===== src/emgfa_pkg.sv =====
package emgfa_pkg;

   // Saturation point of the per-window sample count
   localparam int WINDOW_LIMIT = 255;
   localparam logic [7:0] CNT_LIMIT = 8'(WINDOW_LIMIT);

   // Midscale flip: adc - 128 is the byte with bit 7 inverted, read as signed
   localparam logic [7:0] MIDSCALE_MASK = 8'h80;

   // Saturation limits
   localparam logic [14:0]        MAV_MAX = 15'h7FFF;
   localparam logic signed [15:0] MV_MAX  = 16'sh7FFF;
   localparam logic signed [15:0] MV_MIN  = -16'sh8000;
   localparam logic [15:0]        WFL_MAX = 16'hFFFF;
   localparam logic [7:0]         EVT_MAX = 8'hFF;

   // feature_select bit positions
   localparam int FEAT_MAV = 0;
   localparam int FEAT_MV  = 1;
   localparam int FEAT_ZX  = 2;
   localparam int FEAT_SSC = 3;
   localparam int FEAT_WFL = 4;

   // Register indexes
   localparam logic [7:0] CSR_FEATURE_SELECT = 8'd0;
   localparam logic [7:0] CSR_ZX_THRESHOLD   = 8'd1;
   localparam logic [7:0] CSR_SSC_THRESHOLD  = 8'd2;

   localparam logic [4:0] FEATURE_SELECT_RST = 5'h1F;

   typedef struct packed {
      logic [4:0] feature_select;
      logic [7:0] zx_threshold;
      logic [7:0] ssc_threshold;
   } emgfa_cfg_type;

   // Window accumulators plus the last sample
   typedef struct packed {
      logic [14:0]        mav;
      logic signed [15:0] mv;
      logic [7:0]         zx;
      logic [7:0]         ssc;
      logic [15:0]        wfl;
      logic [7:0]         cnt;
      logic signed [7:0]  last;
   } emgfa_acc_type;

endpackage


===== src/emgfa_update.sv =====
module emgfa_update (
   input  emgfa_pkg::emgfa_acc_type cur_acc,
   input  logic signed [7:0]        cur_h0,
   input  logic signed [7:0]        cur_h1,
   input  emgfa_pkg::emgfa_cfg_type cfg,
   input  logic [7:0]               adc_sample,
   input  logic                     blanked,
   input  logic                     window_start,
   output emgfa_pkg::emgfa_acc_type nxt_acc,
   output logic signed [7:0]        nxt_h0,
   output logic signed [7:0]        nxt_h1
);
   import emgfa_pkg::*;

   emgfa_acc_type      base;
   logic signed [7:0]  s;
   logic [7:0]         neg_s;
   logic [7:0]         abs_s;
   logic signed [8:0]  d1;
   logic signed [8:0]  d2;
   logic [8:0]         neg_d1;
   logic [8:0]         neg_d2;
   logic [7:0]         abs_d1;
   logic [7:0]         abs_d2;
   logic [15:0]        mav_sum;
   logic signed [16:0] mv_sum;
   logic [16:0]        wfl_sum;
   logic               zx_hit;
   logic               ssc_hit;

   // Window start clears the accumulators, not the history or last sample
   always_comb begin
      base = cur_acc;
      if (window_start) begin
         base.mav = '0;
         base.mv  = '0;
         base.zx  = '0;
         base.ssc = '0;
         base.wfl = '0;
         base.cnt = '0;
      end
   end

   // Recentered sample and the two slopes at full width
   assign s      = $signed(adc_sample ^ MIDSCALE_MASK);
   assign neg_s  = 8'(-s);
   assign abs_s  = s[7] ? neg_s : 8'(s);
   assign d1     = 9'(s) - 9'(cur_h0);
   assign d2     = 9'(cur_h0) - 9'(cur_h1);
   assign neg_d1 = 9'(-d1);
   assign neg_d2 = 9'(-d2);
   assign abs_d1 = d1[8] ? neg_d1[7:0] : d1[7:0];
   assign abs_d2 = d2[8] ? neg_d2[7:0] : d2[7:0];

   // Raw sums, one bit wider for the saturation check
   assign mav_sum = {1'b0, base.mav} + {8'd0, abs_s};
   assign mv_sum  = 17'(base.mv) + 17'(s);
   assign wfl_sum = {1'b0, base.wfl} + {9'd0, abs_d1};

   // Event detectors
   assign zx_hit  = (s[7] != cur_h0[7]) && (abs_d1 >= cfg.zx_threshold);
   assign ssc_hit = (d1[8] != d2[8]) &&
                    ((abs_d1 >= cfg.ssc_threshold) || (abs_d2 >= cfg.ssc_threshold));

   // Next state
   always_comb begin
      nxt_acc = base;
      nxt_h0  = cur_h0;
      nxt_h1  = cur_h1;
      if (!blanked) begin
         nxt_h0       = s;
         nxt_h1       = cur_h0;
         nxt_acc.last = s;
         nxt_acc.cnt  = (base.cnt < CNT_LIMIT) ? base.cnt + 8'd1 : CNT_LIMIT;
         if (cfg.feature_select[FEAT_MAV]) begin
            nxt_acc.mav = mav_sum[15] ? MAV_MAX : mav_sum[14:0];
         end
         if (cfg.feature_select[FEAT_MV]) begin
            if (mv_sum[16] != mv_sum[15]) begin
               nxt_acc.mv = mv_sum[16] ? MV_MIN : MV_MAX;
            end else begin
               nxt_acc.mv = mv_sum[15:0];
            end
         end
         if (cfg.feature_select[FEAT_ZX] && zx_hit && (base.zx != EVT_MAX)) begin
            nxt_acc.zx = base.zx + 8'd1;
         end
         if (cfg.feature_select[FEAT_SSC] && ssc_hit && (base.ssc != EVT_MAX)) begin
            nxt_acc.ssc = base.ssc + 8'd1;
         end
         if (cfg.feature_select[FEAT_WFL]) begin
            nxt_acc.wfl = wfl_sum[16] ? WFL_MAX : wfl_sum[15:0];
         end
      end
   end

endmodule


===== src/emg_feature_accumulator_core.sv =====
// A request beat is taken into the input register; when the result register is free or is
// being read, the beat's result is loaded there and rsp_valid rises in the same cycle.
// Throughput: one beat per cycle unless rsp_ready stalls; input and result registers part the
// two channels, so one beat can sit in the input register while a result waits for rsp_ready.
// Reset (synchronous, active high): clears history, accumulators and valid flags and
// loads the registers with feature_select = all enabled and both thresholds zero.
module emg_feature_accumulator_core (
   input  logic               clock,
   input  logic               reset,
   input  logic               req_valid,
   output logic               req_ready,
   input  logic [7:0]         req_adc_sample,
   input  logic               req_blanked,
   input  logic               req_window_start,
   output logic               rsp_valid,
   input  logic               rsp_ready,
   output logic [14:0]        rsp_mav_sum,
   output logic signed [15:0] rsp_mv_sum,
   output logic [7:0]         rsp_zx_count,
   output logic [7:0]         rsp_ssc_count,
   output logic [15:0]        rsp_wfl_sum,
   output logic [7:0]         rsp_sample_count,
   output logic signed [7:0]  rsp_last_sample,
   input  logic               csr_valid,
   output logic               csr_ready,
   input  logic [7:0]         csr_index,
   input  logic [7:0]         csr_data
);
   import emgfa_pkg::*;

   emgfa_cfg_type     cfg_ff;
   emgfa_cfg_type     cfg_in;
   emgfa_acc_type     acc_ff;
   emgfa_acc_type     acc_in;
   emgfa_acc_type     rsp_ff;
   logic signed [7:0] h0_ff;
   logic signed [7:0] h1_ff;
   logic signed [7:0] h0_in;
   logic signed [7:0] h1_in;
   logic              in_valid_ff;
   logic [7:0]        in_sample_ff;
   logic              in_blanked_ff;
   logic              in_start_ff;
   logic              rsp_valid_ff;
   logic              rsp_valid_in;
   logic              req_take;
   logic              move;

   // Handshake
   assign move      = in_valid_ff && (!rsp_valid_ff || rsp_ready);
   assign req_ready = !in_valid_ff || move;
   assign req_take  = req_valid && req_ready;
   assign csr_ready = 1'b1;

   always_comb begin
      rsp_valid_in = rsp_valid_ff && !rsp_ready;
      if (move) begin
         rsp_valid_in = 1'b1;
      end
   end

   // Register writes
   always_comb begin
      cfg_in = cfg_ff;
      if (csr_valid) begin
         unique case (csr_index)
            CSR_FEATURE_SELECT: cfg_in.feature_select = csr_data[4:0];
            CSR_ZX_THRESHOLD:   cfg_in.zx_threshold   = csr_data;
            CSR_SSC_THRESHOLD:  cfg_in.ssc_threshold  = csr_data;
            default:            cfg_in = cfg_ff;
         endcase
      end
   end

   // Feature update
   emgfa_update u_update (
      .cur_acc      (acc_ff),
      .cur_h0       (h0_ff),
      .cur_h1       (h1_ff),
      .cfg          (cfg_ff),
      .adc_sample   (in_sample_ff),
      .blanked      (in_blanked_ff),
      .window_start (in_start_ff),
      .nxt_acc      (acc_in),
      .nxt_h0       (h0_in),
      .nxt_h1       (h1_in)
   );

   // Control and state registers
   always_ff @(posedge clock) begin
      if (reset) begin
         in_valid_ff  <= 1'b0;
         rsp_valid_ff <= 1'b0;
         cfg_ff.feature_select <= FEATURE_SELECT_RST;
         cfg_ff.zx_threshold   <= '0;
         cfg_ff.ssc_threshold  <= '0;
         acc_ff <= '0;
         h0_ff  <= '0;
         h1_ff  <= '0;
      end else begin
         cfg_ff       <= cfg_in;
         rsp_valid_ff <= rsp_valid_in;
         if (req_take) begin
            in_valid_ff <= 1'b1;
         end else if (move) begin
            in_valid_ff <= 1'b0;
         end
         if (move) begin
            acc_ff <= acc_in;
            h0_ff  <= h0_in;
            h1_ff  <= h1_in;
         end
      end
   end

   // Payload registers
   always_ff @(posedge clock) begin
      if (req_take) begin
         in_sample_ff  <= req_adc_sample;
         in_blanked_ff <= req_blanked;
         in_start_ff   <= req_window_start;
      end
      if (move) begin
         rsp_ff <= acc_in;
      end
   end

   assign rsp_valid        = rsp_valid_ff;
   assign rsp_mav_sum      = rsp_ff.mav;
   assign rsp_mv_sum       = rsp_ff.mv;
   assign rsp_zx_count     = rsp_ff.zx;
   assign rsp_ssc_count    = rsp_ff.ssc;
   assign rsp_wfl_sum      = rsp_ff.wfl;
   assign rsp_sample_count = rsp_ff.cnt;
   assign rsp_last_sample  = rsp_ff.last;

   // Checks
   a_cnt_limit: assert property (@(posedge clock) disable iff (reset)
      acc_ff.cnt <= CNT_LIMIT)
      else $error("sample count above window limit");

   a_no_overrun: assert property (@(posedge clock) disable iff (reset)
      !(req_take && in_valid_ff && !move))
      else $error("request beat taken into a full input register");

   a_stall_holds: assert property (@(posedge clock) disable iff (reset)
      (in_valid_ff && !move) |=> in_valid_ff)
      else $error("stalled input beat lost");

   a_blank_history: assert property (@(posedge clock) disable iff (reset)
      (move && in_blanked_ff) |=> ($stable(h0_ff) && $stable(h1_ff)))
      else $error("blanked beat changed the history");

   a_move_shows: assert property (@(posedge clock) disable iff (reset)
      move |=> rsp_valid_ff)
      else $error("result lost after update");

endmodule


===== config.mk =====
export PLATFORM = sky130hd
export DESIGN_NAME = emg_feature_accumulator_core
export DESIGN_NICKNAME = d
export VERILOG_FILES = /design/src/emgfa_pkg.sv /design/src/emgfa_update.sv /design/src/emg_feature_accumulator_core.sv
export SDC_FILE = /design/constraint.sdc
export NUM_CORES = 1
export LEC_CHECK = 0
export BUFFER_PORTS_ARGS = -buffer_cell sky130_fd_sc_hd__buf_2
export CORE_UTILIZATION = 25
export DETAILED_ROUTE_END_ITERATION = 8
export GPL_ROUTABILITY_DRIVEN = 0
export PLACE_DENSITY_LB_ADDON = 0.15
export RECOVER_POWER = 50
export SLEW_MARGIN = 10
export SYNTH_ARGS = -nofsm -noshare
export SYNTH_HDL_FRONTEND = slang
export SYNTH_SLANG_ARGS = --single-unit

===== constraint.sdc =====
create_clock -name clock -period 13.3 [get_ports clock]
set_input_delay 2.66 -clock clock [delete_from_list [all_inputs] [get_ports clock]]
set_output_delay 2.66 -clock clock [all_outputs]
set_load 0.02 [all_outputs]

* Word level (Yosys, flattened, before mapping)
Cells that the tools add are included.
Storage, ports and cells: bits in registers 207, latch bits 0, bits in writable memories 0, memory bits (read-only) 0, input bits 31, output and inout bits 82, word-level logic and storage cells 87, memories 0
Operators by class: add/subtract/negate cells 11, multiply operators 0, div/mod/pow operators 0, order comparisons 4, equal/unequal tests 7, shifts and indexed selects 0, mux-type cells 18, bitwise operators 2, reduce and logical (&&, ||, !) cells 21
Operators with widths (number):
- $mux W16 | 5
- $mux W79 | 1
- $mux W71 | 1
- $mux W8 | 6
- $add A16 B8 Y17 | 2
- $mux W15 | 2
- $add A8 B1 Y8 const B | 3
- $ge A8 B8 Y1 | 3
- $neg A8 Y8 | 3
- $sub A8 B8 Y9 | 2
- $add A15 B8 Y16 | 1
- $ne A8 B8 Y1 const B | 2
- $logic_and A1 B1 Y1 | 9
- $eq A8 B1 Y1 const B | 1
- $eq A8 B2 Y1 const B | 1
- $logic_not A8 Y1 | 1
- $lt A8 B8 Y1 const B | 1
- $reduce_and A2 Y1 | 4
- $logic_not A1 Y1 | 3
- $logic_or A1 B1 Y1 | 3
- $mux W1 | 3
- $ne A1 B1 Y1 | 3
- $not A1 Y1 | 2
- $reduce_bool A2 Y1 | 1

* Logic depth before layout (Yosys ltp)
Gate-level depths: netlist (run 1).
depth after elaboration 11, depth in mapped cells 22, depth with buffers taken out 21

* Cells and area by module
Synthesis (run 1) repeated with hierarchy kept, for this count alone.
Unflattened totals: cell total of the unflattened synthesis 1425, area, all modules 12470.7 um2
By module, submodules not included:
- emg_feature_accumulator_core | instances 1, cells each 623, area each 7206.9 um2, sequential area each 5034.8 um2
- emgfa_update | instances 1, cells each 802, area each 5263.8 um2, sequential area each 0.0 um2

* Least setup slack after synthesis (run 1)
OpenSTA, ideal clock, no wires.
path kind input-to-reg, start in rsp_ready, end reg acc_ff[42] in the netlist's numbering, setup time 0.257 ns, arrival 6.003 ns, data required time 13.043 ns, slack 7.041 ns, stages on the path 7, path buffers 3, cell sequence nor2b_1 -> nand2b_1 -> clkbuf_1 -> inv_1 -> clkbuf_1 -> buf_1 -> o211ai_1
Between the ends: cells in the longest elaborated chain, start to end 2
Ends and longest elaborated chain:
- start: declaration | line emg_feature_accumulator_core.sv:16 | input logic rsp_ready,
- $logic_or A1 B1 Y1 | line emg_feature_accumulator_core.sv:50 | assign move = in_valid_ff && (!rsp_valid_ff || rsp_ready);
- $logic_and A1 B1 Y1 | line emg_feature_accumulator_core.sv:50
- via move | line emg_feature_accumulator_core.sv:47 | logic move;
- end signal: assignment | line emg_feature_accumulator_core.sv:109 | acc_ff <= acc_in;
- end: declaration | line emg_feature_accumulator_core.sv:33 | emgfa_acc_type acc_ff;
The timed path passes the listed nets, and every way through them passes these cells. A chain may end at the register's enable or synchronous reset.

* Final worst setup path (run 1)
start in rsp_ready, end reg acc_ff[7] in the netlist's numbering
Between the ends: cells in the longest elaborated chain, start to end 2
Ends and longest elaborated chain (line):
- $logic_or A1 B1 Y1 | emg_feature_accumulator_core.sv:50
- $logic_and A1 B1 Y1 | emg_feature_accumulator_core.sv:50
Every way passes these cells.

==> flow_results.xml, run 1 <==
<?xml version="1.0" encoding="UTF-8"?>
<metrics>
  <group name="run_status">
    <metric name="run_status" unit="">complete, but fails checks</metric>
    <metric name="violations" unit="">capacitance limit, slew limit</metric>
  </group>
  <group name="clock_network">
    <metric name="htreeDepth" unit="">1</metric>
    <metric name="tritoncts" unit="">done</metric>
    <metric name="clk_path_buf_depth" unit="">3</metric>
    <metric name="cts-hold-fix-buffers" unit="">0</metric>
    <metric name="post_cts_resize_count" unit="">0</metric>
    <metric name="numCtsBuffers" unit="">27</metric>
    <metric name="post_cts.repair.setup_buffers" unit="">0</metric>
    <metric name="cts.clk_slew.worst_paths" unit="ps">60</metric>
    <metric name="insertion_delay" unit="ps">560</metric>
    <metric name="cts_num_sinks" unit="">207</metric>
    <metric name="ctsRootBufferMaster" unit="">clkbuf_16</metric>
  </group>
  <group name="sta">
    <metric name="min_period" unit="ps">8420</metric>
    <metric name="worst_slew_margin_relative_to_its_limit" unit="">-1.64</metric>
    <metric name="finalSetupViolCount" unit="">0</metric>
    <metric name="skew" unit="ps">17.7</metric>
    <metric name="min_setup_slack_post_route" unit="ps">4880</metric>
    <metric name="setup_repair_after_global_routing_missed_its_margin" unit="">false</metric>
    <metric name="max_freq" unit="MHz">119</metric>
    <metric name="report.final.hold_viol_count" unit="">0</metric>
    <metric name="worst_slew_pin_slew" unit="ps">3940</metric>
    <metric name="setup_total_negative_slack" unit="ps">0</metric>
    <metric name="timing.final.max_slew_violations" unit="">200</metric>
    <metric name="fin_crit_sh" unit="">0.633</metric>
  </group>
  <group name="floorplan">
    <metric name="initial_utilization" unit="">0.254</metric>
    <metric name="die-height" unit="microns">222</metric>
    <metric name="die_x" unit="microns">222</metric>
    <metric name="die_area" unit="sq um">49400</metric>
    <metric name="design.portCount" unit="">113</metric>
    <metric name="coreArea" unit="sq um">47700</metric>
    <metric name="std_cell_rows" unit="">80</metric>
  </group>
  <group name="drt">
    <metric name="drt_pre_antenna_iters" unit="">6</metric>
    <metric name="vias" unit="">9841</metric>
    <metric name="totalWireLength" unit="microns">34400</metric>
    <metric name="route.detailed.wl_per_inst" unit="microns">16.5</metric>
    <metric name="detail-route-antenna-nets" unit="">0</metric>
    <metric name="via_per_inst" unit="">4.72</metric>
    <metric name="route.detailed.drc" unit="">0</metric>
    <metric name="initialDrtViolationCount" unit="">498</metric>
  </group>
  <group name="finish">
    <metric name="multi_input_area" unit="sq um">6560</metric>
    <metric name="seq_area" unit="sq um">5030</metric>
    <metric name="n_antenna_cell" unit="">0</metric>
    <metric name="final_design_area_no_fill" unit="sq um">14000</metric>
    <metric name="final_nets" unit="">1565</metric>
    <metric name="n_fill_cell" unit="">5043</metric>
    <metric name="syn2layout_area_growth" unit="%">15.7</metric>
    <metric name="ratio_of_cells_with_drive_above_1_in_the_final_layout" unit="">0.0714</metric>
  </group>
  <group name="synth">
    <metric name="net_count_after_synthesis" unit="">1483</metric>
    <metric name="flip_flop_and_latch_count_after_synthesis" unit="">207</metric>
    <metric name="cell_variety_after_synth" unit="">79</metric>
    <metric name="synth_top_cells_by_count" unit="">nand2_1 (195), dfxtp_1 (118), nor2_1 (118)</metric>
    <metric name="syn_area_per_cell" unit="sq um">8.86</metric>
    <metric name="post-synth-top-area-fraction" unit="">0.220</metric>
    <metric name="postSynthCellCount" unit="">1368</metric>
    <metric name="synth.cell_area" unit="sq um">12100</metric>
    <metric name="ys.flop_type" unit="">dfxtp_1</metric>
    <metric name="synth_enable_flop_cells" unit="">89</metric>
    <metric name="ys_async_sr_fraction" unit="">0</metric>
    <metric name="yosysMostFrequentCell" unit="">nand2_1</metric>
    <metric name="synth.largest_area_cell" unit="">edfxtp_1</metric>
    <metric name="synth_seq_area_share" unit="">0.415</metric>
    <metric name="synthTopCellsByArea" unit="">edfxtp_1 (22%), dfxtp_1 (19%), ha_1 (8.2%)</metric>
    <metric name="synth.yosys.warnings" unit="">0</metric>
  </group>
  <group name="power_and_ir_drop">
    <metric name="p_leak" unit="nW">5.28</metric>
    <metric name="cellPowerDensity" unit="nW/um^2">125</metric>
    <metric name="vdd.ir_drop.worst" unit="mV">0.0846</metric>
  </group>
  <group name="critical_path">
    <metric name="critical_path.startpoint_type" unit="">primary input</metric>
    <metric name="worst-path-max-fanout" unit="">87</metric>
    <metric name="crit_arrival" unit="ps">8800</metric>
    <metric name="crit_path_top_delay_cell" unit="">clkinvlp_2</metric>
    <metric name="worstSetupPathType" unit="">primary input to flip-flop</metric>
    <metric name="setup.worst_path.end_class" unit="">flip-flop</metric>
    <metric name="crit_path_frequent_cell" unit="">nand2b_1</metric>
    <metric name="critical_path.cell_chain" unit="">buf_2 &gt; nor2b_1 &gt; nand2b_1 &gt; clkinvlp_2 &gt; nand2b_1 &gt; a21boi_0</metric>
    <metric name="critical_path_required" unit="ps">13680</metric>
    <metric name="critical-path-max-stage-delay" unit="ps">2930</metric>
  </group>
  <group name="global_routing">
    <metric name="grt_first_pass_wirelength" unit="microns">54400</metric>
    <metric name="gr-usage-met3" unit="">0.0204</metric>
    <metric name="grt_busiest_layer" unit="">met2</metric>
    <metric name="globalRouteOverflowTotal" unit="">0</metric>
    <metric name="via_count_of_the_first_global_routing_pass" unit="">9567</metric>
    <metric name="grt_util_met2" unit="">0.229</metric>
    <metric name="grt_start_max_net_pins" unit="">88</metric>
    <metric name="globalRouteMet1Util" unit="">0.188</metric>
    <metric name="groute.usage.overall" unit="">0.138</metric>
    <metric name="grt_antenna_before_repair" unit="">0</metric>
  </group>
  <group name="placement">
    <metric name="place.detailed.hpwl" unit="microns">23000</metric>
    <metric name="place.port_buffers" unit="">111</metric>
    <metric name="dpl-instance-area" unit="sq um">13300</metric>
    <metric name="placement.setup.worst_slack" unit="ps">7430</metric>
  </group>
  <group name="hold_path">
    <metric name="worst_hold_check_path_type" unit="">flip-flop to flip-flop</metric>
  </group>
  <group name="flow_run">
    <metric name="max-cap-violations" unit="">3</metric>
  </group>
</metrics>
[stage by stage]
step / util / power (mW) / instances / hold WS (ps)
2_1_floorplan: - / 0.947 / 1368 / 427
3_3_place_gp: 0.278 / 1.04 / 2036 / 433
3_5_place_dp: 0.278 / 1.04 / 2036 / 438
4_1_cts: 0.296 / 1.79 / 2086 / 447
5_1_grt: 0.294 / 1.86 / 2086 / 466
6_report: 0.294 / 1.76 / 2086 / 445
[cells in the final DEF, fill, tap and decap left out, drive strengths merged, types with 13 or more instances in the layout]
| cell type | netlist | routed |
|---|---|---|
| mux2 | 13 | 13 |
| inv | 71 | 73 |
| nand2 | 195 | 195 |
| nand2b | 20 | 20 |
| a21o | 14 | 14 |
| xnor2 | 49 | 49 |
| buf | 9 | 39 |
| a21oi | 112 | 112 |
| a31oi | 17 | 17 |
| nor3 | 28 | 28 |
| dfxtp | 118 | 118 |
| nor2 | 118 | 118 |
| ha | 79 | 79 |
| xor2 | 26 | 26 |
| edfxtp | 89 | 89 |
| o21ai | 73 | 73 |
| nor2b | 64 | 64 |
| clkbuf | 60 | 118 |
| o21a | 13 | 13 |
| mux2i | 27 | 27 |
| nand3 | 26 | 26 |
[kinds of logic (layout without fill, tap and decap cells)]
group | count (synthesis) | after routing | synth area share
AO/OA/AOI/OAI | 320 | 320 | 0.172
XOR/XNOR | 75 | 75 | 0.0542
adder cells (fa/ha/maj) | 84 | 84 | 0.0898
buffers and inverters | 140 | 243 | 0.0443
flip-flops | 207 | 207 | 0.415
multiplexers | 40 | 40 | 0.0344
other | 1 | 1 | 0.000309
AND/OR/NAND/NOR | 501 | 501 | 0.190
[sequential cells by signal (all words and copies together), names as in the netlist, 8 cells and up]
register          cells
rsp_wfl_sum          16
rsp_sample_count      8
rsp_last_sample       8
rsp_ssc_count         8
acc_ff               79
h1_ff                 8
rsp_mv_sum           16
in_sample_ff          8
rsp_mav_sum          15
cfg_ff               21
rsp_zx_count          8
h0_ff                 8
[path summary, 6_finish.rpt]
| path | from | end | cells after the start | slack, ps |
|---|---|---|---|---|
| max | rsp_ready | acc_ff[7]$_SDFFE_PP0P_ | 6 | 4880 |
| min | acc_ff[53]$_SDFFE_PP0P_ | acc_ff[53]$_SDFFE_PP0P_ | 2 | 450 |
| max reg2reg | in_start_ff$_DFFE_PP_ | acc_ff[39]$_SDFFE_PP0P_ | 11 | 6130 |
| min reg2reg | acc_ff[53]$_SDFFE_PP0P_ | acc_ff[53]$_SDFFE_PP0P_ | 2 | 450 |
[area by class of cell]
cell class / count / area share
tap: 615 / 0.0548
inverter: 71 / 0.0191
clock buffer: 35 / 0.0517
sequential: 207 / 0.359
clock inverter: 15 / 0.0110
multi-input combinational: 1021 / 0.467
timing repair buffer: 122 / 0.0375
[power by group]
group | switching, mW | internal, mW | leakage, nW
Combinational | 0.200 | 0.108 | 3.04
Sequential | 0.0163 | 0.695 | 1.80
Clock | 0.299 | 0.442 | 0.441
Total | 0.516 | 1.25 | 5.28
[layer usage]
layer  vias to the layer above  part of all wire  routed length [microns]
met5                         -                 0                        0
met4                         0             0.021                      724
met3                        34             0.037                     1260
met2                       177              0.46                    15800
met1                      4653              0.48                    16600
li1                       4977                 -                        -
[critical path, delay by kind of cell]
kind	cells	cell delay [ps]
AOI/OAI and AO/OA	1	240
buffers and inverters	2	3020
and+or+nand+nor	3	2840
No activity file was read; power rests on OpenSTA's default activity.
==> inputs of run 2 (changes only) <==
Clock period 13.3 ns to 6.85 ns, I/O delays scaled along.
==> run 2 against run 1 <==
Against the previous run: the flow still finishes with violations (capacitance limit, slew limit); sequential cell count is the same; sequential power is 94% higher; setup slack worse by 3500 ps; largest cell class unchanged.
==> flow_results.xml, run 2 (synthesized netlist as in run 1, its figures left out) <==
<?xml version="1.0" encoding="UTF-8"?>
<metrics>
  <group name="drt">
    <metric name="detail-route-antenna-nets" unit="">0</metric>
    <metric name="totalWireLength" unit="microns">34700</metric>
    <metric name="initialDrtViolationCount" unit="">576</metric>
    <metric name="route.detailed.wl_per_inst" unit="microns">16.6</metric>
    <metric name="via_per_inst" unit="">4.71</metric>
    <metric name="vias" unit="">9848</metric>
    <metric name="drt_pre_antenna_iters" unit="">6</metric>
    <metric name="route.detailed.drc" unit="">0</metric>
  </group>
  <group name="critical_path">
    <metric name="setup.worst_path.end_class" unit="">flip-flop</metric>
    <metric name="critical_path.startpoint_type" unit="">flip-flop</metric>
    <metric name="critical-path-max-stage-delay" unit="ps">590</metric>
    <metric name="worst-path-max-fanout" unit="">10</metric>
    <metric name="crit_path_top_delay_cell" unit="">a2111oi_2</metric>
    <metric name="reg2reg_to" unit="">acc_ff[28]$_SDFFE_PP0P_</metric>
    <metric name="path_buf_inv" unit="">2</metric>
    <metric name="worstSetupPathType" unit="">flip-flop to flip-flop</metric>
    <metric name="timing.reg2reg.setup_slack" unit="ps">1390</metric>
    <metric name="crit_arrival" unit="ps">5920</metric>
    <metric name="critical_path.cell_chain" unit="">inv_1 &gt; ha_1 &gt; nand2b_1 &gt; nor3_1 &gt; a21oi_1 &gt; o41ai_4 &gt; o21ai_0 &gt; inv_1 &gt; fa_1 &gt; nor2b_1 &gt; o21ai_0 &gt; a21boi_0 &gt; o21ai_0 &gt; a2111oi_2 &gt; nor2b_1 &gt; and3_1 &gt; xnor2_1 &gt; o21ai_1 &gt; o211a_1</metric>
    <metric name="reg2reg_depth" unit="">19</metric>
    <metric name="crit_path_frequent_cell" unit="">o21ai_0</metric>
    <metric name="rr_startpoint" unit="">in_sample_ff[7]$_DFFE_PP_</metric>
    <metric name="worst_path_dominant_cell_family" unit="">compound AO/OA/AOI/OAI gates</metric>
    <metric name="critical_path_required" unit="ps">7300</metric>
  </group>
  <group name="global_routing">
    <metric name="groute.usage.overall" unit="">0.140</metric>
    <metric name="globalRouteOverflowTotal" unit="">0</metric>
    <metric name="grt_first_pass_wirelength" unit="microns">55000</metric>
    <metric name="grt_start_max_net_pins" unit="">78</metric>
    <metric name="via_count_of_the_first_global_routing_pass" unit="">9598</metric>
    <metric name="grt_antenna_before_repair" unit="">0</metric>
  </group>
  <group name="power_and_ir_drop">
    <metric name="p_leak" unit="nW">5.31</metric>
    <metric name="switching_power" unit="mW">1.01</metric>
    <metric name="post-layout-total-power" unit="mW">3.52</metric>
    <metric name="cell_internal_pwr" unit="mW">2.50</metric>
    <metric name="cellPowerDensity" unit="nW/um^2">249</metric>
    <metric name="comb_power_share" unit="">0.172</metric>
    <metric name="vdd.ir_drop.worst" unit="mV">0.161</metric>
    <metric name="power.clock.fraction" unit="">0.436</metric>
    <metric name="power.share.switching" unit="">0.288</metric>
    <metric name="sequentialPowerShare" unit="">0.392</metric>
  </group>
  <group name="finish">
    <metric name="n_antenna_cell" unit="">0</metric>
    <metric name="largest_reg_flops" unit="">79</metric>
    <metric name="finish.cell_count_without_fillers" unit="">2090</metric>
    <metric name="syn2layout_area_growth" unit="%">16.5</metric>
    <metric name="final_nets" unit="">1568</metric>
    <metric name="leading_registers_by_flop_count" unit="">acc_ff: 79 flops, cfg_ff: 21 flops</metric>
    <metric name="most-common-layout-cells" unit="">nand2_1 (195), nor2_1 (118), dfxtp_1 (118), a21oi_1 (109), clkbuf_1 (94)</metric>
    <metric name="mostFrequentLayoutCell" unit="">nand2_1</metric>
    <metric name="top_register" unit="">acc_ff</metric>
    <metric name="ratio_of_cells_with_drive_above_1_in_the_final_layout" unit="">0.0698</metric>
  </group>
  <group name="hold_path">
    <metric name="worst_hold_check_path_type" unit="">flip-flop to flip-flop</metric>
    <metric name="worstHoldStart" unit="">acc_ff[48]$_SDFFE_PP0P_</metric>
    <metric name="whs_path_depth" unit="">2</metric>
    <metric name="hold_path_sink" unit="">acc_ff[48]$_SDFFE_PP0P_</metric>
  </group>
  <group name="placement">
    <metric name="place.port_buffers" unit="">111</metric>
    <metric name="place.detailed.hpwl" unit="microns">23900</metric>
    <metric name="placed_cells_incl_taps" unit="">2038</metric>
    <metric name="placement.setup.worst_slack" unit="ps">1440</metric>
  </group>
  <group name="sta">
    <metric name="finalSetupViolCount" unit="">0</metric>
    <metric name="setup_repair_after_global_routing_missed_its_margin" unit="">false</metric>
    <metric name="fin_crit_sh" unit="">0.798</metric>
    <metric name="worst_slew_margin_relative_to_its_limit" unit="">-1.63</metric>
    <metric name="max_freq" unit="MHz">183</metric>
    <metric name="skew" unit="ps">8.24</metric>
    <metric name="worst_slew_pin_slew" unit="ps">3940</metric>
    <metric name="setup_total_negative_slack" unit="ps">0</metric>
    <metric name="min_setup_slack_post_route" unit="ps">1390</metric>
    <metric name="timing.final.max_slew_violations" unit="">182</metric>
    <metric name="min_period" unit="ps">5460</metric>
    <metric name="report.final.hold_viol_count" unit="">0</metric>
  </group>
  <group name="clock_network">
    <metric name="cts_num_sinks" unit="">207</metric>
    <metric name="clk_path_buf_depth" unit="">3</metric>
    <metric name="cts.clk_slew.worst_paths" unit="ps">60</metric>
    <metric name="tritoncts" unit="">done</metric>
    <metric name="htreeDepth" unit="">1</metric>
    <metric name="cts-hold-fix-buffers" unit="">0</metric>
    <metric name="post_cts.repair.setup_buffers" unit="">0</metric>
    <metric name="ctsRootBufferMaster" unit="">clkbuf_16</metric>
    <metric name="numCtsBuffers" unit="">28</metric>
    <metric name="post_cts_resize_count" unit="">0</metric>
    <metric name="insertion_delay" unit="ps">560</metric>
  </group>
  <group name="floorplan">
    <metric name="coreArea" unit="sq um">47700</metric>
    <metric name="die_area" unit="sq um">49400</metric>
    <metric name="std_cell_rows" unit="">80</metric>
    <metric name="initial_utilization" unit="">0.254</metric>
    <metric name="die-height" unit="microns">222</metric>
    <metric name="design.portCount" unit="">113</metric>
    <metric name="die_x" unit="microns">222</metric>
  </group>
  <group name="flow_run">
    <metric name="max-cap-violations" unit="">4</metric>
  </group>
  <group name="run_status">
    <metric name="run_status" unit="">complete, but fails checks</metric>
    <metric name="violations" unit="">capacitance limit, slew limit</metric>
  </group>
</metrics>
[run 2: changes by cell type in the layout (fill, tap and decap cells not counted), moves of 2 or more]
cell,change
clkinv_2,-4
buf_2,-5
inv_6,+2
inv_4,-2
clkbuf_8,+2
buf_4,+2
clkbuf_1,+5
[run 2: how the worst max path moves through the flow]
stage,start,endpoint,cells after the start
2_1_floorplan,rsp_ready,acc_ff[42]$_SDFFE_PP0P_,7
3_3_place_gp,in_sample_ff[7]$_DFFE_PP_,acc_ff[28]$_SDFFE_PP0P_,19
3_5_place_dp,in_sample_ff[7]$_DFFE_PP_,acc_ff[28]$_SDFFE_PP0P_,19
4_1_cts,in_sample_ff[7]$_DFFE_PP_,acc_ff[28]$_SDFFE_PP0P_,19
5_1_grt,in_sample_ff[7]$_DFFE_PP_,acc_ff[24]$_SDFFE_PP0P_,19
6_report,in_sample_ff[7]$_DFFE_PP_,acc_ff[28]$_SDFFE_PP0P_,19
[run 2: stage by stage]
step / util / area [sq um] / hold WS [ps]
floorplan: - / 12100 / 427
global placement: 0.278 / 13300 / 435
detailed placement: 0.278 / 13300 / 442
CTS: 0.299 / 14300 / 450
global route: 0.296 / 14100 / 467
finish: 0.296 / 14100 / 448
[run 2: tightest hold or removal path: stages (launching register included)]
cell and delay [ps]:
dfxtp_1 310, nand2_1 50, a21oi_1 50
[run 2: final cells by class]
| type | instances | area (sq um) |
|---|---|---|
| sequential | 207 | 5030 |
| clock buffer | 38 | 778 |
| fill | 5071 | 33600 |
| multi-input combinational | 1021 | 6560 |
| tap | 615 | 769 |
| timing repair buffer | 124 | 536 |
| inverter | 71 | 272 |
| clock inverter | 14 | 188 |
[run 2: power groups by stage]
stage	combinational, mW	sequential, mW	clock, mW
global route	0.679	1.39	1.64
floorplan	0.410	1.43	0
finish	0.603	1.38	1.53
CTS	0.620	1.38	1.60
detailed placement	0.615	1.40	0
global placement	0.612	1.40	0
[run 2: layer usage]
layer | track usage | share of wire | wire (microns) | vias to the layer above
met3 | 0.0221 | 0.034 | 1170 | 47
met5 | 0 | 0 | 0 | -
met1 | 0.193 | 0.49 | 17000 | 4657
li1 | - | - | - | 4985
met4 | 0.0417 | 0.030 | 1030 | 0
met2 | 0.223 | 0.45 | 15500 | 159
